[src/cmpcal_pkg.sv]
`default_nettype none

package cmpcal_pkg;

    localparam int unsigned STEPS      = 20;
    localparam int unsigned DATA_W     = 16;
    localparam int unsigned GAIN_W     = 15;
    localparam int unsigned FUNC_W     = 3;
    localparam int unsigned PROD_W     = 31;
    localparam int unsigned X_W        = 27;
    localparam int unsigned Z_W        = 26;
    localparam int unsigned H_W        = 36;
    localparam int unsigned R_W        = 32;
    localparam int unsigned HEAD_W     = 9;
    localparam int unsigned CFG_IDX_W  = 1;
    localparam int unsigned CFG_DATA_W = 16;

    localparam logic [FUNC_W-1:0] FUNC_START  = 3'd1;
    localparam logic [FUNC_W-1:0] FUNC_SAMPLE = 3'd2;
    localparam logic [FUNC_W-1:0] FUNC_FINISH = 3'd3;
    localparam logic [FUNC_W-1:0] FUNC_LOAD   = 3'd4;

    localparam logic [CFG_IDX_W-1:0] CFG_GAIN = 1'b0;
    localparam logic [CFG_IDX_W-1:0] CFG_DECL = 1'b1;

    localparam logic [GAIN_W-1:0]        GAIN_RESET = 15'd30147;
    localparam logic signed [DATA_W-1:0] MIN_RESET  = 16'sd1000;
    localparam logic signed [DATA_W-1:0] MAX_RESET  = -16'sd1000;

    localparam logic signed [Z_W-1:0] DEG90_Q16    = Z_W'(5898240);
    localparam logic signed [H_W-1:0] CDEG_PER_DEG = H_W'(100);
    localparam logic signed [H_W-1:0] DEG_OFFSET   = H_W'(589824000);
    localparam logic signed [H_W-1:0] FULL_CIRCLE  = H_W'(64'sd2359296000);
    localparam logic [DATA_W-1:0]     RECIP_100    = 16'd41944;
    localparam int unsigned           RECIP_SHIFT  = 22;

    typedef struct packed {
        logic                  valid;
        logic                  zero;
        logic signed [X_W-1:0] x;
        logic signed [X_W-1:0] y;
        logic signed [Z_W-1:0] z;
    } cell_t;

    // atan(2^-i) in degrees q16
    function automatic logic signed [Z_W-1:0] atan_q16(input int unsigned idx);
        logic signed [Z_W-1:0] v;
        case (idx)
            0:       v = Z_W'(2949120);
            1:       v = Z_W'(1740967);
            2:       v = Z_W'(919879);
            3:       v = Z_W'(466945);
            4:       v = Z_W'(234379);
            5:       v = Z_W'(117304);
            6:       v = Z_W'(58666);
            7:       v = Z_W'(29335);
            8:       v = Z_W'(14668);
            9:       v = Z_W'(7334);
            10:      v = Z_W'(3667);
            11:      v = Z_W'(1833);
            12:      v = Z_W'(917);
            13:      v = Z_W'(458);
            14:      v = Z_W'(229);
            15:      v = Z_W'(115);
            16:      v = Z_W'(57);
            17:      v = Z_W'(29);
            18:      v = Z_W'(14);
            19:      v = Z_W'(7);
            default: v = '0;
        endcase
        return v;
    endfunction

endpackage

`default_nettype wire

[src/cmpcal_cell.sv]
`default_nettype none

module cmpcal_cell #(
    parameter int unsigned STEP = 0
) (
    input  wire logic  clk,
    input  wire logic  rst_n,
    input  wire logic  adv,
    input  wire cmpcal_pkg::cell_t d,
    output cmpcal_pkg::cell_t q
);

    localparam int unsigned XW = cmpcal_pkg::X_W;
    localparam int unsigned ZW = cmpcal_pkg::Z_W;

    logic signed [XW-1:0] x;
    logic signed [XW-1:0] y;
    logic signed [ZW-1:0] z;
    logic signed [XW-1:0] dx;
    logic signed [XW-1:0] dy;
    logic signed [ZW-1:0] ang;

    logic                 valid_reg;
    cmpcal_pkg::cell_t    data_reg, data_next;

    // one vectoring micro-rotation
    always_comb
    begin
        x   = d.x;
        y   = d.y;
        z   = d.z;
        ang = cmpcal_pkg::atan_q16(STEP);
        dx  = x >>> STEP;
        dy  = y >>> STEP;
        data_next = d;
        if (!y[XW-1])
        begin
            data_next.x = x + dy;
            data_next.y = y - dx;
            data_next.z = z + ang;
        end
        else
        begin
            data_next.x = x - dy;
            data_next.y = y + dx;
            data_next.z = z - ang;
        end
    end

    always_ff @(posedge clk or negedge rst_n)
    begin
        if (!rst_n)
        begin
            valid_reg <= 1'b0;
        end
        else if (adv)
        begin
            valid_reg <= d.valid;
        end
    end

    always_ff @(posedge clk)
    begin
        if (adv)
        begin
            data_reg <= data_next;
        end
    end

    always_comb
    begin
        q       = data_reg;
        q.valid = valid_reg;
    end

endmodule

`default_nettype wire

[config.mk]
export PLATFORM = sky130hd
export DESIGN_NAME = cmpcal_cell
export DESIGN_NICKNAME = d
export VERILOG_FILES = /design/src/cmpcal_pkg.sv /design/src/cmpcal_cell.sv
export SDC_FILE = /design/constraint.sdc
export NUM_CORES = 1
export LEC_CHECK = 0
export ABC_AREA = 1
export CORE_UTILIZATION = 60
export DETAILED_ROUTE_END_ITERATION = 12
export DONT_BUFFER_PORTS = 1
export GPL_TIMING_DRIVEN = 0
export PLACE_DENSITY = 0.76
export SETUP_SLACK_MARGIN = 0.1
export SYNTH_ARGS = -nofsm -noshare
export SYNTH_HDL_FRONTEND = slang
export SYNTH_SLANG_ARGS = --single-unit
[constraint.sdc]
create_clock -name clk -period 0.9 [get_ports clk]
set_input_delay 0 -clock clk [delete_from_list [all_inputs] [get_ports clk]]
set_output_delay 0 -clock clk [all_outputs]
set_load 0.03 [all_outputs]
==> metrics.cfg, run 1 <==
[placed_design]
placement.io_buffers=0
placed_area_mm2=0.0104
place_ws_ns=-0.926
placedCellCount=1554
routabilityCongestion=1.05
place_hpwl_um=23800

[sta]
globalroute.repair_timing.worst_endpoint=q[50]$_DFFE_PP_/D
worst_endpoint_kind=sequential cell input

[cts]
clock_sinks=81
cts_max_level=3
cts_max_path_buffers=2
numCtsBuffers=9
root_buffer_cell=sky130_fd_sc_hd__clkbuf_16

[outcome]
stop_error=[ERROR GRT-0232] Routing congestion too high. Check the congestion heatmap in the GUI.
status=did not finish
failing_step=global routing (5_1_grt)

[yosys]
synth.distinct_cells=41
synth_nets=1554
synth.cell_area_mm2=0.00912
synth_edf_count=80
post_synth_most_frequent_cells=429 x sky130_fd_sc_hd__nand2_1, 240 x sky130_fd_sc_hd__inv_1, 114 x sky130_fd_sc_hd__nand3_1
post-synth-top-count-cell=sky130_fd_sc_hd__nand2_1
synth.yosys.seq_area_share_pct=26.6
postSynthRegisterBits=81
yosysTopAreaCell=sky130_fd_sc_hd__edfxtp_1
synthCells=1370
synth.top_cells.by_area=sky130_fd_sc_hd__edfxtp_1 26%, sky130_fd_sc_hd__nand2_1 18%, sky130_fd_sc_hd__ha_1 13%
netlist.area_leader.share_pct=26.3
ys_async_sr_fraction_pct=1.23
postSynthAreaPerCell_um2=6.66
ys_dominant_reg_cell=sky130_fd_sc_hd__edfxtp_1
yosysWarnings=0

[global_route]
gr-total-overflow=2
overall_global_routing_usage_pct=77.0
grt_max_degree=82

[die]
io-pin-count=167
die_height_um=125
die_width_um=125
floorplan.initialDensity_pct=62.0
fp-row-count=44

through the flow:
| step | hold slack [ns] | utilization [%] |
|---|---|---|
| 2_1_floorplan | -0.296 | - |
| 3_5_place_dp | -0.296 | 70.9 |
| 4_1_cts | -0.231 | 84.4 |
| 3_3_place_gp | -0.296 | 70.9 |
metal layers:
layer / GRT overflow / GRT usage (%)
met5: 0 / 29.7
met4: 1 / 74.2
met3: 0 / 64.3
met2: 1 / 91.8
met1: 0 / 78.1
repair_timing:
action                                  4_1_cts
gates resized for setup                     286
endpoints found under the hold margin       102
pin swaps                                   106
cloned                                        1
hold buffers                                 23
endpoints found under the setup margin      139
setup buffers                                43
cell families after synthesis:
group,synth area share (%)
adder cells (fa/ha/maj),13.9
buffers and inverters,13.4
XOR/XNOR,2.11
multiplexers,0.123
flip-flops,26.6
AO/OA/AOI/OAI,10.9
AND/OR/NAND/NOR,33.0
==> inputs of run 2 (changes only) <==
CORE_UTILIZATION = 40   (was 60)
PLACE_DENSITY = unset   (was 0.76)
PLACE_DENSITY_LB_ADDON = 0.15   (was unset)
SETUP_SLACK_MARGIN = unset   (was 0.1)
==> run 2 against run 1 <==
- the flow now finishes, with violations (negative hold slack, negative setup slack)
- area after synthesis is the same
- synthesized cell count is the same
==> metrics.cfg, run 2 <==
[yosys]
netlist.area_leader.share_pct=26.3  ; unchanged
synth_edf_count=80  ; unchanged
postSynthAreaPerCell_um2=6.66  ; unchanged
synth.cell_area_mm2=0.00912  ; unchanged
ys_dominant_reg_cell=sky130_fd_sc_hd__edfxtp_1
yosysTopAreaCell=sky130_fd_sc_hd__edfxtp_1
synth.yosys.seq_area_share_pct=26.6  ; unchanged
synth_nets=1554  ; unchanged
synthCells=1370  ; unchanged
postSynthRegisterBits=81  ; unchanged
synth.distinct_cells=41  ; unchanged
synth.top_cells.by_area=sky130_fd_sc_hd__edfxtp_1 26%, sky130_fd_sc_hd__nand2_1 18%, sky130_fd_sc_hd__ha_1 13%
post_synth_most_frequent_cells=429 x sky130_fd_sc_hd__nand2_1, 240 x sky130_fd_sc_hd__inv_1, 114 x sky130_fd_sc_hd__nand3_1
ys_async_sr_fraction_pct=1.23  ; unchanged
post-synth-top-count-cell=sky130_fd_sc_hd__nand2_1
yosysWarnings=0  ; unchanged

[placed_design]
placement.io_buffers=0  ; unchanged
placedCellCount=1650  ; +6.2%
routabilityCongestion=1.01  ; -3.9%
place_hpwl_um=24800  ; +3.9%

[setup_path]
crit_fanout=8
crit_path_top_delay_cell=sky130_fd_sc_hd__ha_4
critical_path.cell_chain=inv_2, ha_4, nand2_2, nor2_4, nand2_1, nor2_2, nand2_1, nand3_1, nand2_1, nand3_1, nand2_2
criticalPathCategory=input port to flop
required_ns=0.99
timing.critical_path.mode_cell=sky130_fd_sc_hd__nand2_1
critPathLaunchType=input port
timing.critical_path.to_type=flop
data_arrival_at_the_endpoint_of_the_critical_path_ns=1.42
worst_path_largest_cell_delay_ns=0.38

[final_layout]
mostFrequentLayoutCell=sky130_fd_sc_hd__nand2_1
sequential_cell_area_mm2=0.00243
multi_input_area_mm2=0.00762
largest_register_ffs=80
num-fill-cells=1963
area.growth.synth_to_final_pct=42.6
layout_net_count=1649
final_cells=1750
layout-drive-gt1-share_pct=39.3
antenna_cells=0
layout.cells.most_common_list=293 x sky130_fd_sc_hd__nand2_1, 170 x sky130_fd_sc_hd__inv_1, 109 x sky130_fd_sc_hd__nand2_2

[global_route]
grt_max_degree=82
grt_pass1_vias=8872
overall_global_routing_usage_pct=26.8
gr-total-overflow=0
grt_pass1_wl_um=48100
grt_antenna_before_repair=0

[die]
fp-row-count=54  ; +23%
fp.dieArea_mm2=0.0234
core_area_mm2=0.0221
floorplan.initialDensity_pct=41.3  ; -21 points
die_width_um=153  ; +22%
die_height_um=153  ; +22%
io-pin-count=167  ; unchanged

[detailed_routing]
first_drt_iteration_drcs=713
drc_errors=0
detailroute.via_count=9435
route.antenna.remaining_nets=0
drt-wirelength-per-cell_um=18.4
first_pass_iters=5
vias_per_cell=5.39
finalWirelength_um=32200

[cts]
tritoncts=yes
root_buffer_cell=sky130_fd_sc_hd__clkbuf_16
post_cts_hold_buffer_count=23  ; unchanged
worst_setup_hold_path_clk_slew_ns=0.08
numCtsBuffers=9  ; unchanged
cts_max_path_buffers=2  ; unchanged
clock_sinks=81  ; unchanged
cts_max_level=3  ; unchanged
clk_latency_ns=0.34

[outcome]
violations_in_the_final_reports=negative hold slack, negative setup slack
status=finished with violations

[hold_path]
hp-class=input port to flop

[pwr]
ir_drop_v=0.000950
power_density_mw_per_mm2=1310
p_total_mw=17.0
power_leakage_nw=5.94

[sta]
min_period_over_period_pct=147
max_slew.worst_pin.slew_ns=0.822
maxSlewHeadroom_pct=45.2
slew_violations=0
timing.final.ws_setup_ns=-0.422
skew_ns=0
setup_viol=56
final-hold-violation-count=81
rsz_0062_raised_after_global_routing=yes
hold-worst-slack_ns=-0.247
finalCriticalPeriod_ns=1.32
timing.fmax_mhz=757

[run]
maxCapViolations=0

run 2: layout make-up:
type                    instances  area share, %
clock inverters                 7          0.404
inverters                     249           8.57
flip-flops and latches         81           18.7
repair buffers                 88           5.99
plain buffers                  33           3.29
well taps                     280           2.69
multi-input cells            1003           58.7
clock buffers                   9           1.73
run 2: repair_timing:
action / CTS / global route
resized for setup: 249 / 143
hold endpoints to repair: 102 / 81
setup buffers: 42 / 25
pin swaps: 103 / 47
cloned: 0 / 1
setup endpoints to repair: 57 / 65
run 2: critical path: cells and delay by family:
kind	cells	cell delay, ns
buf+inv	1	0.02
fa+ha+maj	1	0.38
simple gates	9	1.00
run 2: final timing paths:
| path | start | to | slack (ns) | depth (start not counted) |
|---|---|---|---|---|
| worst max-delay path | d[36] | q[76] | -0.42 | 11 |
| worst min-delay path | adv | q[66] | -0.25 | 0 |
| worst max register to register | valid_reg | valid_reg | 0.12 | 1 |
| worst min register to register | valid_reg | valid_reg | 0.56 | 1 |
| max in group asynchronous | rst_n | valid_reg | 0.40 | 2 |
| min in group asynchronous | rst_n | valid_reg | 0.40 | 2 |
run 2: per-layer routing:
layer | part of all wire (%) | vias up | GRT usage (%)
met5 | 0 | - | 0
met4 | 3.0 | 0 | 8.85
met3 | 7.3 | 58 | 4.51
met2 | 46 | 404 | 44.5
met1 | 43 | 4433 | 35.4
li1 | - | 4540 | -
run 2: power breakdown:
part	total (mW)	internal, mW	switching (mW)
clock network	3.51	1.90	1.62
registers	5.97	4.82	1.15
logic	7.52	2.95	4.58
total	17.0	9.67	7.34
run 2: cells by family (layout without fill, tap and decap cells):
logic type                 Yosys count  in the layout  synth area share, %
buffers and inverters              286            386                 13.4
DFF                                 81             81                 26.6
xor gates and xnor gates            22             22                 2.11
and+or+nand+nor                    703            703                 33.0
muxes                                1              1                0.123
AOI/OAI and AO/OA                  178            178                 10.9
adders and majority gates           99             99                 13.9
run 2: through the flow:
step           hold WS [ns]  setup TNS, ns  setup WS (ns)  utilization [%]  area (µm²)
2_1_floorplan        -0.296         -24.54         -0.526                -       10200
3_3_place_gp         -0.296         -40.99         -0.968             47.7       10500
3_5_place_dp         -0.296         -41.58         -0.962             47.7       10500
4_1_cts              -0.253         -14.23         -0.366             55.4       12200
5_1_grt              -0.256         -19.93         -0.474             58.8       13000
6_report             -0.247         -16.52         -0.422             58.8       13000
Power figures use the tool's default switching activity.
