**config.mk**
```make
export PLATFORM = sky130hd
export DESIGN_NAME = cmpcal_front
export DESIGN_NICKNAME = d
export VERILOG_FILES = /design/src/cmpcal_pkg.sv /design/src/cmpcal_front.sv
export SDC_FILE = /design/constraint.sdc
export NUM_CORES = 2
export LEC_CHECK = 0
export ABC_AREA = 1
export BUFFER_PORTS_ARGS = -buffer_cell sky130_fd_sc_hd__buf_4
export CAP_MARGIN = 10
export CORE_ASPECT_RATIO = 0.75
export CORE_MARGIN = 5
export CORE_UTILIZATION = 34
export DETAILED_ROUTE_END_ITERATION = 6
export GPL_ROUTABILITY_DRIVEN = 0
export PLACE_DENSITY = 0.58
export RECOVER_POWER = 100
export SETUP_SLACK_MARGIN = 0.02
export SYNTH_ARGS = -nofsm -noshare
export SYNTH_HDL_FRONTEND = slang
export SYNTH_SLANG_ARGS = --single-unit
```
**constraint.sdc**
```tcl
create_clock -name clk -period 7.7 [get_ports clk]
set_clock_uncertainty 0.15 [all_clocks]
set_input_delay 1.155 -clock clk [delete_from_list [all_inputs] [get_ports clk]]
set_output_delay 1.155 -clock clk [all_outputs]
set_load 0.03 [all_outputs]
```
**src/cmpcal_pkg.sv**
```systemverilog
`default_nettype none

package cmpcal_pkg;

    localparam int unsigned STEPS      = 20;
    localparam int unsigned DATA_W     = 16;
    localparam int unsigned GAIN_W     = 15;
    localparam int unsigned FUNC_W     = 3;
    localparam int unsigned PROD_W     = 31;
    localparam int unsigned X_W        = 27;
    localparam int unsigned Z_W        = 26;
    localparam int unsigned H_W        = 36;
    localparam int unsigned R_W        = 32;
    localparam int unsigned HEAD_W     = 9;
    localparam int unsigned CFG_IDX_W  = 1;
    localparam int unsigned CFG_DATA_W = 16;

    localparam logic [FUNC_W-1:0] FUNC_START  = 3'd1;
    localparam logic [FUNC_W-1:0] FUNC_SAMPLE = 3'd2;
    localparam logic [FUNC_W-1:0] FUNC_FINISH = 3'd3;
    localparam logic [FUNC_W-1:0] FUNC_LOAD   = 3'd4;

    localparam logic [CFG_IDX_W-1:0] CFG_GAIN = 1'b0;
    localparam logic [CFG_IDX_W-1:0] CFG_DECL = 1'b1;

    localparam logic [GAIN_W-1:0]        GAIN_RESET = 15'd30147;
    localparam logic signed [DATA_W-1:0] MIN_RESET  = 16'sd1000;
    localparam logic signed [DATA_W-1:0] MAX_RESET  = -16'sd1000;

    localparam logic signed [Z_W-1:0] DEG90_Q16    = Z_W'(5898240);
    localparam logic signed [H_W-1:0] CDEG_PER_DEG = H_W'(100);
    localparam logic signed [H_W-1:0] DEG_OFFSET   = H_W'(589824000);
    localparam logic signed [H_W-1:0] FULL_CIRCLE  = H_W'(64'sd2359296000);
    localparam logic [DATA_W-1:0]     RECIP_100    = 16'd41944;
    localparam int unsigned           RECIP_SHIFT  = 22;

    typedef struct packed {
        logic                  valid;
        logic                  zero;
        logic signed [X_W-1:0] x;
        logic signed [X_W-1:0] y;
        logic signed [Z_W-1:0] z;
    } cell_t;

    // atan(2^-i) in degrees q16
    function automatic logic signed [Z_W-1:0] atan_q16(input int unsigned idx);
        logic signed [Z_W-1:0] v;
        case (idx)
            0:       v = Z_W'(2949120);
            1:       v = Z_W'(1740967);
            2:       v = Z_W'(919879);
            3:       v = Z_W'(466945);
            4:       v = Z_W'(234379);
            5:       v = Z_W'(117304);
            6:       v = Z_W'(58666);
            7:       v = Z_W'(29335);
            8:       v = Z_W'(14668);
            9:       v = Z_W'(7334);
            10:      v = Z_W'(3667);
            11:      v = Z_W'(1833);
            12:      v = Z_W'(917);
            13:      v = Z_W'(458);
            14:      v = Z_W'(229);
            15:      v = Z_W'(115);
            16:      v = Z_W'(57);
            17:      v = Z_W'(29);
            18:      v = Z_W'(14);
            19:      v = Z_W'(7);
            default: v = '0;
        endcase
        return v;
    endfunction

endpackage

`default_nettype wire

```
**src/cmpcal_front.sv**
```systemverilog
`default_nettype none

module cmpcal_front (
    input  wire logic                                  clk,
    input  wire logic                                  rst_n,
    input  wire logic                                  accept,
    input  wire logic [cmpcal_pkg::FUNC_W-1:0]         func,
    input  wire logic signed [cmpcal_pkg::DATA_W-1:0]  sample_x,
    input  wire logic signed [cmpcal_pkg::DATA_W-1:0]  sample_y,
    input  wire logic [cmpcal_pkg::GAIN_W-1:0]         gain,
    input  wire logic                                  adv,
    output cmpcal_pkg::cell_t                          cell_out,
    output logic signed [cmpcal_pkg::DATA_W-1:0]       offset_x,
    output logic signed [cmpcal_pkg::DATA_W-1:0]       offset_y
);

    localparam int unsigned DW = cmpcal_pkg::DATA_W;
    localparam int unsigned PW = cmpcal_pkg::PROD_W;
    localparam int unsigned XW = cmpcal_pkg::X_W;

    function automatic logic signed [DW-1:0] calib_offset(
        input logic signed [DW-1:0] mx,
        input logic signed [DW-1:0] mn
    );
        logic [DW:0]          ax;
        logic [DW:0]          an;
        logic [DW+1:0]        sum;
        logic signed [DW+2:0] v;
        ax  = mx[DW-1] ? (DW+1)'(-{mx[DW-1], mx}) : {1'b0, mx};
        an  = mn[DW-1] ? (DW+1)'(-{mn[DW-1], mn}) : {1'b0, mn};
        sum = {1'b0, ax} + {1'b0, an};
        v   = $signed({2'b00, sum[DW+1:1]}) + (DW+3)'(mn);
        return v[DW-1:0];
    endfunction

    // truncate toward zero after the q15 product
    function automatic logic signed [DW-1:0] trunc_q15(input logic signed [PW-1:0] p);
        logic signed [PW-1:0] t;
        t = p[PW-1] ? p + PW'(32767) : p;
        return t[PW-1:PW-DW];
    endfunction

    logic signed [DW-1:0] min_x_reg, min_x_next;
    logic signed [DW-1:0] max_x_reg, max_x_next;
    logic signed [DW-1:0] min_y_reg, min_y_next;
    logic signed [DW-1:0] max_y_reg, max_y_next;
    logic signed [DW-1:0] off_x_reg, off_x_next;
    logic signed [DW-1:0] off_y_reg, off_y_next;

    logic                 s0_valid_reg;
    logic signed [DW-1:0] s0_x_reg;
    logic signed [DW-1:0] s0_y_reg;
    logic                 s1_valid_reg;
    logic signed [PW-1:0] s1_px_reg;
    logic signed [PW-1:0] s1_py_reg;
    logic                 c_valid_reg;
    cmpcal_pkg::cell_t    c_data_reg, c_data_next;

    logic signed [DW-1:0] cx;
    logic signed [DW-1:0] cy;
    logic signed [2*DW-1:0] px;
    logic signed [2*DW-1:0] py;
    logic signed [DW-1:0] sx;
    logic signed [DW-1:0] sy;
    logic signed [XW-1:0] wx;
    logic signed [XW-1:0] wy;

    always_comb
    begin
        min_x_next = min_x_reg;
        max_x_next = max_x_reg;
        min_y_next = min_y_reg;
        max_y_next = max_y_reg;
        off_x_next = off_x_reg;
        off_y_next = off_y_reg;
        if (accept)
        begin
            unique case (func)
                cmpcal_pkg::FUNC_START:
                begin
                    min_x_next = cmpcal_pkg::MIN_RESET;
                    max_x_next = cmpcal_pkg::MAX_RESET;
                    min_y_next = cmpcal_pkg::MIN_RESET;
                    max_y_next = cmpcal_pkg::MAX_RESET;
                end
                cmpcal_pkg::FUNC_SAMPLE:
                begin
                    if (sample_x > max_x_reg) max_x_next = sample_x;
                    if (sample_x < min_x_reg) min_x_next = sample_x;
                    if (sample_y > max_y_reg) max_y_next = sample_y;
                    if (sample_y < min_y_reg) min_y_next = sample_y;
                end
                cmpcal_pkg::FUNC_FINISH:
                begin
                    off_x_next = calib_offset(max_x_reg, min_x_reg);
                    off_y_next = calib_offset(max_y_reg, min_y_reg);
                end
                cmpcal_pkg::FUNC_LOAD:
                begin
                    off_x_next = sample_x;
                    off_y_next = sample_y;
                end
                default: ;
            endcase
        end
    end

    // remove offset and scale
    always_comb
    begin
        cx = s0_x_reg - off_x_reg;
        cy = s0_y_reg - off_y_reg;
        px = (2*DW)'(cx) * (2*DW)'($signed({1'b0, gain}));
        py = (2*DW)'(cy) * (2*DW)'($signed({1'b0, gain}));
    end

    // quadrant pre-rotation into the right half plane
    always_comb
    begin
        sx = trunc_q15(s1_px_reg);
        sy = trunc_q15(s1_py_reg);
        wx = {{(XW-DW-8){sx[DW-1]}}, sx, 8'b0};
        wy = {{(XW-DW-8){sy[DW-1]}}, sy, 8'b0};
        c_data_next       = '0;
        c_data_next.valid = s1_valid_reg;
        c_data_next.zero  = (sx == '0) && (sy == '0);
        c_data_next.x     = wx;
        c_data_next.y     = wy;
        c_data_next.z     = '0;
        if (wx[XW-1])
        begin
            if (!wy[XW-1])
            begin
                c_data_next.x = wy;
                c_data_next.y = -wx;
                c_data_next.z = cmpcal_pkg::DEG90_Q16;
            end
            else
            begin
                c_data_next.x = -wy;
                c_data_next.y = wx;
                c_data_next.z = -cmpcal_pkg::DEG90_Q16;
            end
        end
    end

    always_ff @(posedge clk or negedge rst_n)
    begin
        if (!rst_n)
        begin
            min_x_reg    <= cmpcal_pkg::MIN_RESET;
            max_x_reg    <= cmpcal_pkg::MAX_RESET;
            min_y_reg    <= cmpcal_pkg::MIN_RESET;
            max_y_reg    <= cmpcal_pkg::MAX_RESET;
            off_x_reg    <= '0;
            off_y_reg    <= '0;
            s0_valid_reg <= 1'b0;
            s1_valid_reg <= 1'b0;
            c_valid_reg  <= 1'b0;
        end
        else
        begin
            min_x_reg    <= min_x_next;
            max_x_reg    <= max_x_next;
            min_y_reg    <= min_y_next;
            max_y_reg    <= max_y_next;
            off_x_reg    <= off_x_next;
            off_y_reg    <= off_y_next;
            s0_valid_reg <= accept | (s0_valid_reg & ~adv);
            if (adv)
            begin
                s1_valid_reg <= s0_valid_reg;
                c_valid_reg  <= s1_valid_reg;
            end
        end
    end

    always_ff @(posedge clk)
    begin
        if (accept)
        begin
            s0_x_reg <= sample_x;
            s0_y_reg <= sample_y;
        end
        if (adv)
        begin
            s1_px_reg  <= px[PW-1:0];
            s1_py_reg  <= py[PW-1:0];
            c_data_reg <= c_data_next;
        end
    end

    always_comb
    begin
        cell_out       = c_data_reg;
        cell_out.valid = c_valid_reg;
    end

    assign offset_x = off_x_reg;
    assign offset_y = off_y_reg;

endmodule

`default_nettype wire

```
# [Yosys cells after proc, flatten, opt, wreduce, memory -nomap -nowiden]
# Index checks and enable logic that the tools add are counted.
# Widths: inputs -> output; s select.
[totals] latch_bits=0 mem_bits_rw=0 ff_bits=274 input_bits=54 out_inout_bits=114 romBits=0 word_cells=81 n_memories=0
[classes] reduce_logical=12 eq_ne=8 addsub=14 multipliers=2 bitwise=4 div_mod_pow=0 n_shift=0 n_lt_le_gt_ge=4 n_mux=18
[op_table] operator="$pmux 16 s2" count=6
[op_table] operator="$mux 76" count=2
[op_table] operator="$mux 17" count=4
[op_table] operator="$neg 17->17" count=4
[op_table] operator="$mux 16" count=4
[op_table] operator="$add 31x16->31 const B" count=2
[op_table] operator="$mul 16x16->31" count=2
[op_table] operator="$mux 31" count=2
[op_table] operator="$neg 24->27" count=2
[op_table] operator="$add 17x17->17" count=2
[op_table] operator="$add 16x16->16" count=2
[op_table] operator="$gt 16x16->1" count=2
[op_table] operator="$logic_not 16->1" count=2
[op_table] operator="$lt 16x16->1" count=2
[op_table] operator="$sub 16x16->16" count=2
[op_table] operator="$reduce_and 3->1" count=4
[op_table] operator="$ne 2x2->1 const B" count=4
[op_table] operator="$eq 3x2->1 const B" count=2
[op_table] operator="$reduce_and 2->1" count=2
[op_table] operator="$reduce_bool 2->1" count=2
[op_table] operator="$eq 3x1->1 const B" count=1
[op_table] operator="$eq 3x3->1 const B" count=1
[op_table] operator="$not 1->1" count=2
[op_table] operator="$reduce_or 2->1" count=1
[op_table] operator="other kinds (3)" count=3

# [Logic depth before layout (Yosys ltp)]
[logic_depth] depth_word=5 mapped_depth=36 ltp_nobuf=36

# [Worst setup path after synthesis]
# Ideal clock, no wire load.
[synth_timing] path_type="register to register" start="reg off_y_reg[2], in the netlist offset_y[2]" end="reg s1_py_reg[30] (data pin)" path_stages_with_launch=34 t_arrival_ns=6.942 t_required_ns=7.282 setup_ns=0.268 n_path_buf=1 path_slack_ns=0.340 synth_period_minus_slack_ns=7.360 path_cell_list="dfrtp_1 > inv_1 > ha_1 > nand3b_1 > nand2_1 > inv_1 > nor2_1 > nor2_2 > o21ai_4 > nand3_2 > nand3b_1 > nand2_2 > nor2_1 > inv_1 > fa_1 > inv_1 > fa_1 > clkbuf_1 > xnor2_1 > o21ai_0 > inv_1 > fa_1 > inv_1 > fa_1 > inv_1 > fa_1 > inv_1 > ha_1 > a21oi_1 > o21ai_0 > a21oi_1 > nand2_1 > a21oi_1 > xnor3_1"
[synth_between] elab_chain_cells=2
[synth_rtl] element="start: declaration" line="cmpcal_front.sv:48" text="logic signed [DW-1:0] off_y_reg, off_y_next;"
[synth_rtl] element="start signal: assignment" line="cmpcal_front.sv:168" text="off_y_reg <= off_y_next;"
[synth_rtl] element="$sub 16x16->16" line="cmpcal_front.sv:112" text="cy = s0_y_reg - off_y_reg;"
[synth_rtl] element="$mul 16x16->31" line="cmpcal_front.sv:114" text="py = (2*DW)'(cy) * (2*DW)'($signed({1'b0, gain}));"
[synth_rtl] element="net py[30]" line="cmpcal_front.sv:62" text="logic signed [2*DW-1:0] py;"
[synth_rtl] element="end signal: assignment" line="cmpcal_front.sv:188" text="s1_py_reg <= py[PW-1:0];"
[synth_rtl] element="end: declaration" line="cmpcal_front.sv:55" text="logic signed [PW-1:0] s1_py_reg;"
# The timed path passes the listed nets, and every way through them passes these cells.
# A chain may end at the register's enable or synchronous reset.

# [Final worst setup path]
[layout_timing] start="reg off_x_reg[0], in the netlist offset_x[0]" end="reg s1_px_reg[17] (data pin)"
[layout_between] elab_chain_cells=2
[layout_rtl] element="start: declaration" line="cmpcal_front.sv:47" text="logic signed [DW-1:0] off_x_reg, off_x_next;"
[layout_rtl] element="start signal: assignment" line="cmpcal_front.sv:167" text="off_x_reg <= off_x_next;"
[layout_rtl] element="$sub 16x16->16" line="cmpcal_front.sv:111" text="cx = s0_x_reg - off_x_reg;"
[layout_rtl] element="$mul 16x16->31" line="cmpcal_front.sv:113" text="px = (2*DW)'(cx) * (2*DW)'($signed({1'b0, gain}));"
[layout_rtl] element="net px[17]" line="cmpcal_front.sv:61" text="logic signed [2*DW-1:0] px;"
[layout_rtl] element="end signal: assignment" line="cmpcal_front.sv:187" text="s1_px_reg <= px[PW-1:0];"
[layout_rtl] element="end: declaration" line="cmpcal_front.sv:54" text="logic signed [PW-1:0] s1_px_reg;"
# The timed path passes the listed nets, and every way through them passes these cells.

==> impl_metrics.toml <==
[outcome]
status = "finished, violations left"
violations = "max-capacitance violations, max-slew violations"

[drt]
drtIter0Drc = 2054
dr.pass1.iters = 5
avgRoutedWirePerCell_um = 17.52
detailroute.via_count = 29270
wl_mm = 106.0
vias_per_cell = 4.837
ant_nets = 0
drc = 0

[hold_path]
hold_end = "max_x_reg[11]"
hp-class = "reg2reg"
min_path_cells = 2
min_from = "max_x_reg[11]"

[synth]
synth_edf_count = 136
synth_top_family_by_area = "adder cells"
yosys.area_share.simple_pct = 18.66
ys_warn_count = 0
synthDistinctLibCells = 68
yosys.area_share.adder_pct = 37.51
synthArstFlopShare_pct = 42.13
synth_compound_area_share_pct = 7.984
syn_area_sq_um = 36120
ys.flop_type = "edfxtp_1"
avgSynthCellArea_sq_um = 8.108
yosysSeqAreaShare_pct = 18.26
postSynthCellCount = 4455
synth_seq_cells = 235
synthMuxAreaShare_pct = 0.03118
synth_xor_area_share_pct = 5.688

[finish]
layout-drive-gt1-share_pct = 7.966
finalNetCount = 5460
final_common_cell = "inv_1"
post-route-util_pct = 37.83
largest_reg_flops = 42
syn_to_final_growth_pct = 10.41
layout_common_cells = "inv_1 (914), nand2_1 (835), fa_1 (472)"

[worst_setup_path]
critical_path.top_delay_family = "adder cells"
worst-setup-path-type = "reg2reg"
r2r_cells = 29
cp_slowest_cell = "fa_1"
r2r_slack_ps = 290
critical_path_required_ps = 7920
cp.arrival_ps = 7630
crit_top_cell = "fa_1"
slowest_delay_ps = 540
critPathBufInv = 7
worst-path-max-fanout = 9
reg2reg_from = "offset_x[0]"
timing.rr.end = "s1_px_reg[17]"
cp-start-kind = "flop"
crit_path_end_kind = "flop"

[sta]
tightest_slew_ps = 4313
rsz0062_at_grt = "yes"
max_freq_mhz = 135.0
min_period_over_period_pct = 96.18
min_period_ps = 7406
relSlewSlack_pct = -187.5
hold_viol_final = 0
finalMaxSlewViolations = 389
setup_violations = 0
setup_slack_ps = 293.9
hold_ws_ps = 332.5

[cts]
worstSkewPairLatency_ps = 600
cts_buffers = 28
cts_root_buffer = "clkbuf_16"
max-clock-path-buffers = 3
clock_sinks = 235
cts_hold_repair.buffers = 0
clk_pin_slew_ps = 60
cts_tree = "yes"
cts_max_level = 1

[placed_design]
hpwlAfterDp_mm = 86.74
port_buffers = 134
pre_cts_ws_ps = 75.08

[floorplanning]
die_width_um = 386.4
die-area_sq_um = 112900
start_util_pct = 34.26
num_rows = 103
dieHeight_um = 292.3
ios = 168
core_sq_um = 105400

[run]
maxCapViolCount = 8

[grt]
grt_start_max_net_pins = 72
overflow = 0
track_usage_pct = 18.68
grt_pass1_wl_mm = 166.5
antenna_found_initial = 5
first_global_vias = 29290
==> logic make-up after synthesis <==
| family | Yosys count |
|---|---|
| simple gates | 1596 |
| buf+inv | 1091 |
| fa+ha+maj | 796 |
| compound gates | 511 |
| flops | 235 |
| xor+xnor | 224 |
| other cells | 1 |
| mux | 1 |
==> worst min-delay path, cell delays in order, from the launching register on <==
cell and delay (ps):
dfstp_2 380, nand2_1 60, nand2_1 40
==> final cells by class <==
class                           instances  area (sq um)
Fill cell                           11010         65540
Timing Repair Buffer                  232          1305
Multi-Input combinational cell       3164         25680
Tap cell                             1417          1773
Clock buffer                           30         708.2
Clock inverter                         22         220.2
Sequential cell                       235          6596
Inverter                              949          3588
Antenna cell                            2         5.005
==> timing repair <==
action                     4_1_cts  5_1_grt
setup endpoints to repair        0       29
buffers inserted                 0       21
resized for setup                0      103
==> synthesized netlist by cell type (4+ instances only) <==
| cell | number | area share (%) |
|---|---|---|
| a21boi_0 | 10 | 0.21 |
| a21o_1 | 10 | 0.21 |
| a21oi_1 | 209 | 2.9 |
| a31oi_1 | 19 | 0.33 |
| buf_2 | 10 | 0.14 |
| buf_4 | 45 | 0.94 |
| clkbuf_1 | 85 | 0.88 |
| clkinv_1 | 10 | 0.10 |
| dfrtp_1 | 71 | 4.9 |
| dfstp_2 | 28 | 2.0 |
| edfxtp_1 | 136 | 11 |
| fa_1 | 478 | 26 |
| ha_1 | 318 | 11 |
| inv_1 | 918 | 9.5 |
| inv_2 | 21 | 0.22 |
| nand2_1 | 844 | 8.8 |
| nand2_2 | 20 | 0.35 |
| nand3_1 | 168 | 2.3 |
| nand3_2 | 12 | 0.33 |
| nand3b_1 | 10 | 0.21 |
| nand4_1 | 28 | 0.48 |
| nor2_1 | 411 | 4.3 |
| nor2_2 | 11 | 0.19 |
| nor2_4 | 4 | 0.12 |
| nor3_1 | 39 | 0.54 |
| nor3_2 | 4 | 0.11 |
| nor4_1 | 10 | 0.17 |
| o211ai_1 | 16 | 0.33 |
| o21a_1 | 5 | 0.10 |
| o21ai_0 | 164 | 2.3 |
| o21ai_1 | 23 | 0.32 |
| o21bai_1 | 11 | 0.23 |
| o22ai_1 | 7 | 0.12 |
| o31ai_1 | 10 | 0.21 |
| or2_1 | 7 | 0.12 |
| or2_2 | 19 | 0.33 |
| xnor2_1 | 61 | 1.5 |
| xor2_1 | 153 | 3.7 |
| xor2_2 | 5 | 0.23 |
==> metal layers <==
layer / up-vias / wire length (um) / global-route usage [%]
met3: 140 / 10180 / 5.142
met5: - / 27 / 0
met1: 14070 / 50830 / 28.09
met2: 1013 / 42280 / 26.93
met4: 4 / 2699 / 3.589
li1: 14040 / - / -
==> stage by stage <==
stage / setup TNS [ps] / area (sq um) / std cells
final: 0 / 39880 / 6051
after floorplan: 0 / 36250 / 4490
after global routing: -39.59 / 39870 / 6049
after detailed placement: 0 / 38930 / 5976
after CTS: 0 / 39860 / 6028
after global placement: 0 / 38930 / 5976
==> worst max-delay path by stage <==
stage,slack (ps),endpoint,cells past startpoint,from
finish,290,s1_px_reg[17],29,offset_x[0]
global route,-20,s1_px_reg[19],34,offset_x[2]
CTS,20,s1_py_reg[30],30,offset_y[2]
detailed placement,80,s1_py_reg[30],30,offset_y[2]
global placement,140,s1_py_reg[30],30,offset_y[2]
floorplan,340,s1_py_reg[30],33,offset_y[2]
Power is not shown: default switching activity piles up to over one toggle a cycle in this logic, so the estimate is an artifact.
