`src/cmpcal_pkg.sv`:
```
`default_nettype none

package cmpcal_pkg;

    localparam int unsigned STEPS      = 20;
    localparam int unsigned DATA_W     = 16;
    localparam int unsigned GAIN_W     = 15;
    localparam int unsigned FUNC_W     = 3;
    localparam int unsigned PROD_W     = 31;
    localparam int unsigned X_W        = 27;
    localparam int unsigned Z_W        = 26;
    localparam int unsigned H_W        = 36;
    localparam int unsigned R_W        = 32;
    localparam int unsigned HEAD_W     = 9;
    localparam int unsigned CFG_IDX_W  = 1;
    localparam int unsigned CFG_DATA_W = 16;

    localparam logic [FUNC_W-1:0] FUNC_START  = 3'd1;
    localparam logic [FUNC_W-1:0] FUNC_SAMPLE = 3'd2;
    localparam logic [FUNC_W-1:0] FUNC_FINISH = 3'd3;
    localparam logic [FUNC_W-1:0] FUNC_LOAD   = 3'd4;

    localparam logic [CFG_IDX_W-1:0] CFG_GAIN = 1'b0;
    localparam logic [CFG_IDX_W-1:0] CFG_DECL = 1'b1;

    localparam logic [GAIN_W-1:0]        GAIN_RESET = 15'd30147;
    localparam logic signed [DATA_W-1:0] MIN_RESET  = 16'sd1000;
    localparam logic signed [DATA_W-1:0] MAX_RESET  = -16'sd1000;

    localparam logic signed [Z_W-1:0] DEG90_Q16    = Z_W'(5898240);
    localparam logic signed [H_W-1:0] CDEG_PER_DEG = H_W'(100);
    localparam logic signed [H_W-1:0] DEG_OFFSET   = H_W'(589824000);
    localparam logic signed [H_W-1:0] FULL_CIRCLE  = H_W'(64'sd2359296000);
    localparam logic [DATA_W-1:0]     RECIP_100    = 16'd41944;
    localparam int unsigned           RECIP_SHIFT  = 22;

    typedef struct packed {
        logic                  valid;
        logic                  zero;
        logic signed [X_W-1:0] x;
        logic signed [X_W-1:0] y;
        logic signed [Z_W-1:0] z;
    } cell_t;

    // atan(2^-i) in degrees q16
    function automatic logic signed [Z_W-1:0] atan_q16(input int unsigned idx);
        logic signed [Z_W-1:0] v;
        case (idx)
            0:       v = Z_W'(2949120);
            1:       v = Z_W'(1740967);
            2:       v = Z_W'(919879);
            3:       v = Z_W'(466945);
            4:       v = Z_W'(234379);
            5:       v = Z_W'(117304);
            6:       v = Z_W'(58666);
            7:       v = Z_W'(29335);
            8:       v = Z_W'(14668);
            9:       v = Z_W'(7334);
            10:      v = Z_W'(3667);
            11:      v = Z_W'(1833);
            12:      v = Z_W'(917);
            13:      v = Z_W'(458);
            14:      v = Z_W'(229);
            15:      v = Z_W'(115);
            16:      v = Z_W'(57);
            17:      v = Z_W'(29);
            18:      v = Z_W'(14);
            19:      v = Z_W'(7);
            default: v = '0;
        endcase
        return v;
    endfunction

endpackage

`default_nettype wire

```
`src/cmpcal_post.sv`:
```
`default_nettype none

module cmpcal_post (
    input  wire logic                                 clk,
    input  wire logic                                 rst_n,
    input  wire logic                                 adv,
    input  wire cmpcal_pkg::cell_t                    d,
    input  wire logic signed [cmpcal_pkg::DATA_W-1:0] decl,
    output logic                                      valid,
    output logic [cmpcal_pkg::HEAD_W-1:0]             heading
);

    localparam int unsigned HW = cmpcal_pkg::H_W;
    localparam int unsigned RW = cmpcal_pkg::R_W;
    localparam int unsigned ZW = cmpcal_pkg::Z_W;
    localparam int unsigned DW = cmpcal_pkg::DATA_W;

    logic signed [ZW-1:0] zv;
    logic signed [HW-1:0] h_next;
    logic signed [HW-1:0] dterm;
    logic signed [HW-1:0] r_full;
    logic [2*DW-1:0]      qprod;

    logic                 a_valid_reg;
    logic signed [HW-1:0] a_h_reg;
    logic                 b_valid_reg;
    logic [RW-1:0]        b_r_reg;

    // heading in hundredths of a degree q16
    always_comb
    begin
        zv     = d.zero ? '0 : d.z;
        dterm  = HW'(decl) <<< 16;
        h_next = HW'(zv) * cmpcal_pkg::CDEG_PER_DEG - cmpcal_pkg::DEG_OFFSET + dterm;
    end

    // wrap into one full circle
    always_comb
    begin
        if (a_h_reg < -cmpcal_pkg::FULL_CIRCLE)
            r_full = a_h_reg + cmpcal_pkg::FULL_CIRCLE + cmpcal_pkg::FULL_CIRCLE;
        else if (a_h_reg[HW-1])
            r_full = a_h_reg + cmpcal_pkg::FULL_CIRCLE;
        else if (a_h_reg >= cmpcal_pkg::FULL_CIRCLE)
            r_full = a_h_reg - cmpcal_pkg::FULL_CIRCLE;
        else
            r_full = a_h_reg;
    end

    // whole degrees: drop q16, divide by 100 with a reciprocal
    always_comb
    begin
        qprod   = {{DW{1'b0}}, b_r_reg[RW-1:RW-DW]} * (2*DW)'(cmpcal_pkg::RECIP_100);
        heading = qprod[cmpcal_pkg::RECIP_SHIFT +: cmpcal_pkg::HEAD_W];
    end

    always_ff @(posedge clk or negedge rst_n)
    begin
        if (!rst_n)
        begin
            a_valid_reg <= 1'b0;
            b_valid_reg <= 1'b0;
        end
        else if (adv)
        begin
            a_valid_reg <= d.valid;
            b_valid_reg <= a_valid_reg;
        end
    end

    always_ff @(posedge clk)
    begin
        if (adv)
        begin
            a_h_reg <= h_next;
            b_r_reg <= r_full[RW-1:0];
        end
    end

    assign valid = b_valid_reg;

endmodule

`default_nettype wire

```
`config.mk`:
```
export PLATFORM = sky130hd
export DESIGN_NAME = cmpcal_post
export DESIGN_NICKNAME = d
export VERILOG_FILES = /design/src/cmpcal_pkg.sv /design/src/cmpcal_post.sv
export SDC_FILE = /design/constraint.sdc
export NUM_CORES = 1
export LEC_CHECK = 0
export ABC_AREA = 1
export BUFFER_PORTS_ARGS = -buffer_cell sky130_fd_sc_hd__buf_2
export CAP_MARGIN = 20
export CORE_ASPECT_RATIO = 1.75
export CORE_MARGIN = 1.5
export CORE_UTILIZATION = 30
export DETAILED_ROUTE_END_ITERATION = 12
export GPL_ROUTABILITY_DRIVEN = 0
export GPL_TIMING_DRIVEN = 0
export PLACE_DENSITY = 0.48
export SYNTH_ARGS = -nofsm -noshare
export SYNTH_HDL_FRONTEND = slang
export SYNTH_SLANG_ARGS = --single-unit
export TNS_END_PERCENT = 100
```
`constraint.sdc`:
```
create_clock -name clk -period 4.6 [get_ports clk]
set_input_delay 0.92 -clock clk [delete_from_list [all_inputs] [get_ports clk]]
set_output_delay 0.92 -clock clk [all_outputs]
set_load 0.03 [all_outputs]
```
After elaboration in Yosys (flattened, before gate mapping):

Cells that the tools add are included.

* $add $sub $neg: 5
* $mul: 2
* divide/modulo/power cells: 0
* magnitude comparators: 2
* equal/unequal tests: 0
* shifts and indexed selects: 0
* mux-type cells: 4
* bitwise logic cells: 0
* reduce and logical (&&, ||, !) cells: 0

Operator list (count)
* $mux 32: 3
* $add 32x32->32 const B: 2
* $add 35x32->36: 1
* $ge 36x33->1 const B: 1
* $lt 36x33->1 const B: 1
* $sub 34x31->35 const B: 1
* $mul 26x6->32 const B: 1
* $sub 32x32->32 const B: 1
* $mul 16x13->28 const B: 1
* $mux 26: 1

* register bits: 70
* bits in latches: 0
* memory bits (writable): 0
* ROM bits: 0
* input bits: 101
* output and inout bits: 10
* word-level logic and storage cells: 17
* memories: 0

Depth between registers and ports, before layout:

Gate-level depths: netlist of the first run.

* word-level depth: 4
* depth in mapped cells: 29
* mapped depth without buffers: 29

Worst setup path after synthesis of the first run:

OpenSTA, ideal clock, no wires.

* path type: input to register
* start point: in d[80] in the netlist's numbering
* end point: reg a_h_reg[30] (data pin)
* library setup time: 0.265 ns
* arrival time: 5.224 ns
* data required time: 4.335 ns
* setup slack: -0.889 ns
* stages on the path: 25
* buffers on the path: 2
* cells stage by stage: clkbuf_1 > clkbuf_1 > nor2_1 > ha_1 > ha_1 > xor2_1 > ha_1 > ha_1 > inv_1 > fa_1 > o21ai_2 > a21boi_1 > o21ai_2 > nand2_1 > nand2_1 > xnor2_1 > ha_1 > inv_1 > ha_1 > a21o_1 > a21boi_0 > nor2_1 > nor2_1 > o21ai_0 > xor2_1

* word-level cells in the longest chain between the ends: 4

Ends and longest elaborated chain
* from (decl): line cmpcal_post.sv:7 `input wire cmpcal_pkg::cell_t d,`
* $mux 26: line cmpcal_post.sv:32 `zv = d.zero ? '0 : d.z;`
* $mul 26x6->32: line cmpcal_post.sv:34 `h_next = HW'(zv) * cmpcal_pkg::CDEG_PER_DEG - cmpcal_pkg::DEG_OFFSET + dterm;`
* $sub 34x31->35: line cmpcal_post.sv:34
* $add 35x32->36: line cmpcal_post.sv:34
* via h_next[30]: line cmpcal_post.sv:19 `logic signed [HW-1:0] h_next;`
* to (signal assigned): line cmpcal_post.sv:75 `a_h_reg <= h_next;`
* to (decl): line cmpcal_post.sv:25 `logic signed [HW-1:0] a_h_reg;`

The timed path passes the listed nets, and every way through them passes these cells.
A chain may end at the register's enable or synchronous reset.

Worst setup path in the final report of the first run:

* start point: reg b_r_reg[30]
* end point: out heading[2] in the netlist's numbering

* word-level cells in the longest chain between the ends: 1

Ends and longest elaborated chain
* from (decl): line cmpcal_post.sv:27 `logic [RW-1:0] b_r_reg;`
* from (signal assigned): line cmpcal_post.sv:76 `b_r_reg <= r_full[RW-1:0];`
* $mul 16x13->28: line cmpcal_post.sv:53 `qprod = {{DW{1'b0}}, b_r_reg[RW-1:RW-DW]} * (2*DW)'(cmpcal_pkg::RECIP_100);`
* to (decl): line cmpcal_post.sv:10 `output logic [cmpcal_pkg::HEAD_W-1:0] heading`

No other way between the ends.

==> insert_results.sql, run 1 <==
INSERT INTO impl_metrics (metric_group, metric, value, unit) VALUES
('global_routing', 'grt-ovfl-total', '0', ''),
('finish', 'n_antenna_cell', '0', ''),
('clock_tree', 'clock_tree.htree_level_count', '2', ''),
('timing', 'final-setup-viol-count', '23', ''),
('yosys', 'post_synth_fa_ha_maj_area_fraction', '0.4045', ''),
('global_routing', 'grt.total_usage', '0.1735', ''),
('timing', 'max_slew_margin', '0.6488', ''),
('yosys', 'ys_types', '44', ''),
('route', 'ant_nets', '0', ''),
('worst_setup_path', 'worst_setup_path_end_kind', 'output port', ''),
('outcome', 'failed_checks', 'setup timing', ''),
('route', 'top_layer', 'met4', ''),
('yosys', 'synth_edf_count', '50', ''),
('yosys', 'ys_dominant_reg_cell', 'sky130_fd_sc_hd__edfxtp_1', ''),
('route', 'finalWirelength', '33.21', 'mm'),
('worst_setup_path', 'rrSetupSlack', '2140', 'ps'),
('worst_setup_path', 'timing.critical_path.fanout_max', '5', ''),
('floorplanning', 'design.die.area', '0.03869', 'mm^2'),
('floorplanning', 'placement_rows', '93', ''),
('worst_setup_path', 'critical_path.most_common_cell', 'sky130_fd_sc_hd__fa_1', ''),
('floorplanning', 'floorplan.initialDensity', '0.3047', ''),
('route', 'drc_errors', '0', ''),
('yosys', 'postSynthRegisterBits', '52', ''),
('worst_setup_path', 'worst_ep_required_time', '3680', 'ps'),
('route', 'drt_iter0_markers', '201', ''),
('route', 'wl_per_instance', '15.59', 'um'),
('timing', 'postLayoutSetupSlackWorst', '-905.7', 'ps'),
('finish', 'post-route-cell-area', '0.01676', 'mm^2'),
('finish', 'final_nets', '2065', ''),
('yosys', 'synthMuxAreaShare', '0', ''),
('placed_design', 'port-buffer-count', '56', ''),
('timing', 'clock_skew', '9.423', 'ps'),
('worst_setup_path', 'worst-path-buf-inv', '3', ''),
('timing', 'grt_setup_unrepaired', 'true', ''),
('placed_design', 'dp.cells', '1988', ''),
('yosys', 'post-synth-top-area-fraction', '0.2460', ''),
('yosys', 'simple_gate_fraction_of_synth_area', '0.2057', ''),
('finish', 'area_growth', '49.13', '%'),
('yosys', 'synth_compound_area_frac', '0.09294', ''),
('yosys', 'syn_area', '0.01124', 'mm^2'),
('finish', 'layout-drive-gt1-share', '0.4163', ''),
('worst_setup_path', 'worstSetupPathType', 'reg -> out', ''),
('route', 'detailroute.via_count', '10090', ''),
('clock_tree', 'cts-root-to-sink-buffers', '2', ''),
('worst_setup_path', 'timing.critical_path.max_delay_family', 'adder cells', ''),
('yosys', 'share_of_synthesized_area_occupied_by_flip_flops_and_latches', '0.1380', ''),
('route', 'detailroute.wirelength.met3', '377', 'um'),
('route', 'detail_route.first_pass.iterations', '4', ''),
('worst_setup_path', 'start_kind', 'register', ''),
('global_routing', 'grt_pass1_vias', '10720', ''),
('timing', 'fin_crit', '5506', 'ps'),
('clock_tree', 'numCtsBuffers', '5', ''),
('global_routing', 'wire_length_of_the_first_global_routing_pass', '52.38', 'mm'),
('timing', 'setup_total_negative_slack', '-12220', 'ps'),
('timing', 'timing.final.crit_share', '1.197', ''),
('worst_setup_path', 'worst_ep_arrival_time', '4590', 'ps'),
('yosys', 'synth.net_count', '1867', ''),
('worst_setup_path', 'slowest_stage', 'sky130_fd_sc_hd__edfxtp_1', ''),
('yosys', 'warnings_synthesis', '0', ''),
('timing', 'timing.final.max_slew_violations', '0', ''),
('clock_tree', 'clk-insertion-delay-late', '310', 'ps'),
('clock_tree', 'numClockSinks', '52', ''),
('timing', 'clock.fmax', '0.1816', 'GHz'),
('finish', 'fin_cells', '2130', ''),
('yosys', 'synthArstFlopShare', '0.03846', ''),
('yosys', 'synthCells', '1456', ''),
('yosys', 'yosys.area.top_type', 'sky130_fd_sc_hd__ha_1', ''),
('worst_setup_path', 'critical_path.cell_chain', 'ha_4, inv_1, fa_1, fa_1, inv_1, fa_1, fa_1, ha_4, nand2_4, nor2_2, nand4_1, nor2_1, nand2_1, o2111ai_2, xor2_2, buf_6', ''),
('timing', 'timing_worst_slew_pin_value', '526.8', 'ps'),
('global_routing', 'initial_antenna_violation_count', '0', ''),
('outcome', 'outcome', 'finished, violations left', '');
[metrics by stage]
stage                     hold WS, ps  utilization
after floorplan                 427.2            -
after global placement          445.5       0.3581
after detailed placement        447.8       0.3586
after CTS                       383.1       0.4197
after global routing            382.8       0.4545
final                           392.7       0.4545
[layout by cell type (no fill, tap or decap), types with 11 or more instances in the layout]
master / netlist / final
sky130_fd_sc_hd__inv_1: 294 / 249
sky130_fd_sc_hd__nand2_1: 248 / 170
sky130_fd_sc_hd__ha_1: 221 / 120
sky130_fd_sc_hd__buf_4: 1 / 105
sky130_fd_sc_hd__ha_4: 0 / 96
sky130_fd_sc_hd__nor2_1: 149 / 79
sky130_fd_sc_hd__fa_1: 89 / 74
sky130_fd_sc_hd__nand2_2: 8 / 56
sky130_fd_sc_hd__nand3_1: 73 / 52
sky130_fd_sc_hd__edfxtp_1: 50 / 50
sky130_fd_sc_hd__nor2_4: 3 / 47
sky130_fd_sc_hd__buf_2: 1 / 47
sky130_fd_sc_hd__inv_2: 6 / 46
sky130_fd_sc_hd__buf_6: 2 / 38
sky130_fd_sc_hd__nand2_4: 5 / 33
sky130_fd_sc_hd__xor2_1: 45 / 31
sky130_fd_sc_hd__nor2_2: 1 / 27
sky130_fd_sc_hd__a21oi_1: 74 / 27
sky130_fd_sc_hd__a21oi_2: 2 / 25
sky130_fd_sc_hd__a21oi_4: 0 / 24
sky130_fd_sc_hd__a21o_1: 23 / 23
sky130_fd_sc_hd__nand3_2: 4 / 22
sky130_fd_sc_hd__o21ai_0: 45 / 18
sky130_fd_sc_hd__nand4_1: 18 / 18
sky130_fd_sc_hd__xnor2_1: 22 / 15
sky130_fd_sc_hd__fa_2: 0 / 15
sky130_fd_sc_hd__o21ai_2: 2 / 13
sky130_fd_sc_hd__o21ai_1: 2 / 13
sky130_fd_sc_hd__nor3_2: 0 / 11
[path summary, 6_finish.rpt]
check,startpoint,cells after the start,endpoint
setup / recovery,b_r_reg[30],16,heading[2]
hold / removal,rst_n,1,a_valid_reg
setup reg to reg,a_h_reg[22],12,b_r_reg[22]
hold reg to reg,a_h_reg[17],0,b_r_reg[17]
max in group asynchronous,rst_n,1,valid
min in group clk,a_h_reg[17],0,b_r_reg[17]
[cells by family (layout without fill, tap and decap cells)]
kind of cell	count (synthesis)	after routing
xor gates and xnor gates	68	68
and+or+nand+nor	538	538
adders and majority gates	310	310
DFF	52	52
buffers and inverters	309	508
AOI/OAI and AO/OA	179	179
[routing by layer]
layer,global-route usage,up-vias
met2,0.3828,142
met3,0.007557,75
met4,0.08471,0
li1,-,5098
met1,0.1487,4771
met5,0,-
[what timing repair did]
item / 4_1_cts / 5_1_grt
pin swaps: 183 / 174
gates resized for setup: 293 / 203
setup endpoints to repair: 27 / 25
cloned: 2 / 0
setup buffers: 86 / 47
hold buffers: 0 / 0
[cell type report]
| class | count | area, um^2 |
|---|---|---|
| buffer | 8 | 100.1 |
| clock buffer | 5 | 125.1 |
| clock inverter | 3 | 42.54 |
| fill | 3567 | 20120 |
| inverter | 301 | 1146 |
| multi-input combinational | 1095 | 11680 |
| sequential | 52 | 1551 |
| tap | 475 | 594.3 |
| timing repair buffer | 191 | 1524 |
Power of run 1 is left out: the tool's default activity adds up to more than one toggle a clock period on the data nets, which glitch-free logic cannot reach.
==> inputs of run 2 (changes only) <==
MAX_ROUTING_LAYER = met4   (was unset)
SETUP_SLACK_MARGIN = 0.02   (was unset)
==> run 2 against run 1 <==
Effect of this change:
- via count rose by 0.38%
- clock skew fell by 0.81 ps
- core utilization rose by 0.40 points
- critical path depth did not move
- sequential share of layout area fell by 0.081 points
- register-to-register slack barely moved
- the flow still finishes with violations (setup timing)
- non-clock buffer count rose by 9
==> insert_results.sql, run 2 (synthesis gave the netlist of run 1 again) <==
INSERT INTO impl_metrics (metric_group, metric, value, unit) VALUES
('outcome', 'outcome', 'finished, violations left', ''),
('outcome', 'failed_checks', 'setup timing', ''),
('global_routing', 'grt.total_usage', '0.1787', ''),
('hold_path', 'timing.hold.worst.class', 'in -> async', ''),
('finish', 'commonest_non_fill_non_tap_cells_in_the_layout', 'sky130_fd_sc_hd__inv_1, sky130_fd_sc_hd__nand2_1, sky130_fd_sc_hd__ha_1, sky130_fd_sc_hd__buf_4, sky130_fd_sc_hd__ha_4', ''),
('clock_tree', 'clk_pin_slew_worst_paths', '70', 'ps'),
('timing', 'grt_setup_unrepaired', 'true', ''),
('timing', 'final-setup-viol-count', '23', ''),
('clock_tree', 'numCtsBuffers', '5', ''),
('route', 'via_per_inst', '4.733', ''),
('finish', 'post-route-cell-area', '0.01691', 'mm^2'),
('worst_setup_path', 'timing.critical_path.fanout_max', '5', ''),
('timing', 'setup_total_negative_slack', '-12380', 'ps'),
('clock_tree', 'clk-insertion-delay-late', '310', 'ps'),
('route', 'ant_nets', '0', ''),
('timing', 'clock_skew', '8.616', 'ps'),
('floorplanning', 'placement_rows', '93', ''),
('worst_setup_path', 'regToRegStartpoint', 'a_h_reg[22]', ''),
('global_routing', 'grt_pass1_vias', '10720', ''),
('timing', 'fin_crit', '5520', 'ps'),
('clock_tree', 'clock_tree.htree_level_count', '2', ''),
('route', 'detail_route.first_pass.iterations', '4', ''),
('floorplanning', 'floorplan.initialDensity', '0.3047', ''),
('route', 'wl_per_instance', '15.65', 'um'),
('route', 'finalWirelength', '33.48', 'mm'),
('timing', 'hold_violations', '0', ''),
('finish', 'n_antenna_cell', '0', ''),
('timing', 'postLayoutSetupSlackWorst', '-919.8', 'ps'),
('worst_setup_path', 'worst_ep_arrival_time', '4600', 'ps'),
('finish', 'final_nets', '2074', ''),
('global_routing', 'wire_length_of_the_first_global_routing_pass', '52.36', 'mm'),
('floorplanning', 'die_h', '259.1', 'um'),
('placed_design', 'post-dp-hpwl', '27.57', 'mm'),
('timing', 'timing.final.max_slew_violations', '0', ''),
('clock_tree', 'cts_tree', 'yes', ''),
('worst_setup_path', 'worst_setup_path_end_kind', 'output port', ''),
('clock_tree', 'cts-root-to-sink-buffers', '2', ''),
('clock_tree', 'clockRootBuffer', 'sky130_fd_sc_hd__clkbuf_16', ''),
('worst_setup_path', 'rrSetupSlack', '2130', 'ps'),
('route', 'drt_iter0_markers', '200', ''),
('finish', 'leading_cell_type_in_the_layout_fill_and_taps_excluded', 'sky130_fd_sc_hd__inv_1', ''),
('finish', 'area_growth', '50.46', '%'),
('worst_setup_path', 'count_of_cells_along_the_worst_register_to_register_path', '12', ''),
('placed_design', 'preCtsSetupSlack', '-1402', 'ps'),
('global_routing', 'grt-ovfl-total', '0', ''),
('clock_tree', 'numClockSinks', '52', ''),
('floorplanning', 'placeableCoreArea', '0.03689', 'mm^2'),
('timing', 'timing.final.crit_share', '1.200', ''),
('worst_setup_path', 'regToRegEndpoint', 'b_r_reg[22]', ''),
('worst_setup_path', 'start_kind', 'register', ''),
('floorplanning', 'design.die.area', '0.03869', 'mm^2'),
('route', 'drc_errors', '0', ''),
('timing', 'max_slew_margin', '0.6445', ''),
('floorplanning', 'io-pin-count', '111', ''),
('timing', 'timing_worst_slew_pin_value', '533.3', 'ps'),
('placed_design', 'port-buffer-count', '56', ''),
('global_routing', 'initial_antenna_violation_count', '0', ''),
('placed_design', 'placement.cell_area', '0.01323', 'mm^2'),
('floorplanning', 'die_width', '149.3', 'um'),
('route', 'detailroute.via_count', '10120', ''),
('global_routing', 'largest_net_degree_at_the_start_of_global_routing', '37', ''),
('worst_setup_path', 'worst_ep_required_time', '3680', 'ps'),
('clock_tree', 'post_cts_hold_buffer_count', '0', ''),
('worst_setup_path', 'worstSetupPathType', 'reg -> out', ''),
('flow_run', 'cap_violations', '0', ''),
('finish', 'layout-drive-gt1-share', '0.4225', ''),
('timing', 'clock.fmax', '0.1812', 'GHz'),
('finish', 'max_ffs_per_register', '34', '');
[run 2: worst max-delay path: stages (launching register included)]
cell	delay, ps
sky130_fd_sc_hd__edfxtp_1	540
sky130_fd_sc_hd__ha_4	350
sky130_fd_sc_hd__inv_1	50
sky130_fd_sc_hd__fa_1	470
sky130_fd_sc_hd__fa_1	500
sky130_fd_sc_hd__inv_1	50
sky130_fd_sc_hd__fa_1	460
sky130_fd_sc_hd__fa_1	520
sky130_fd_sc_hd__ha_4	330
sky130_fd_sc_hd__nand2_4	70
sky130_fd_sc_hd__nor2_2	100
sky130_fd_sc_hd__nand4_1	150
sky130_fd_sc_hd__nor2_1	160
sky130_fd_sc_hd__nand2_1	90
sky130_fd_sc_hd__o2111ai_2	130
sky130_fd_sc_hd__xor2_2	170
sky130_fd_sc_hd__buf_6	150
[run 2: how the worst max path moves through the flow]
stage                 from           to  cells past startpoint
2_1_floorplan  b_r_reg[30]   heading[2]                     15
3_3_place_gp         d[80]  a_h_reg[34]                     25
3_5_place_dp         d[80]  a_h_reg[34]                     26
4_1_cts        b_r_reg[30]   heading[3]                     15
5_1_grt        b_r_reg[24]   heading[4]                     20
6_report       b_r_reg[30]   heading[2]                     16
[run 2: stage by stage]
| step | hold WS (ps) | util | std cells |
|---|---|---|---|
| floorplan | 427.2 | - | 1456 |
| global placement | 445.5 | 0.3581 | 1987 |
| detailed placement | 447.8 | 0.3586 | 1988 |
| CTS | 383.1 | 0.4197 | 2084 |
| global route | 381.0 | 0.4585 | 2139 |
| finish | 390.8 | 0.4585 | 2139 |
[run 2: metal layers]
layer	share of wire	wire length, um	GRT usage
met1	0.32	10720	0.1492
met2	0.61	20490	0.3836
met3	0.011	384	0.007030
met4	0.056	1880	0.08333
met5	0	0	-
[run 2: layout make-up]
type | instances | area (um^2)
clock buffers | 5 | 125.1
well taps | 475 | 594.3
multi-input cells | 1095 | 11740
fillers | 3551 | 19970
inverters | 301 | 1144
plain buffers | 8 | 100.1
repair buffers | 200 | 1614
flip-flops and latches | 52 | 1551
clock inverters | 3 | 42.54
[run 2: what timing repair did]
action / CTS / global route
buffers inserted: 86 / 56
cloned: 2 / 0
pin swaps: 183 / 200
gates resized for setup: 293 / 215
endpoints found under the setup margin: 27 / 25
Power of run 2 is left out for the same reason.
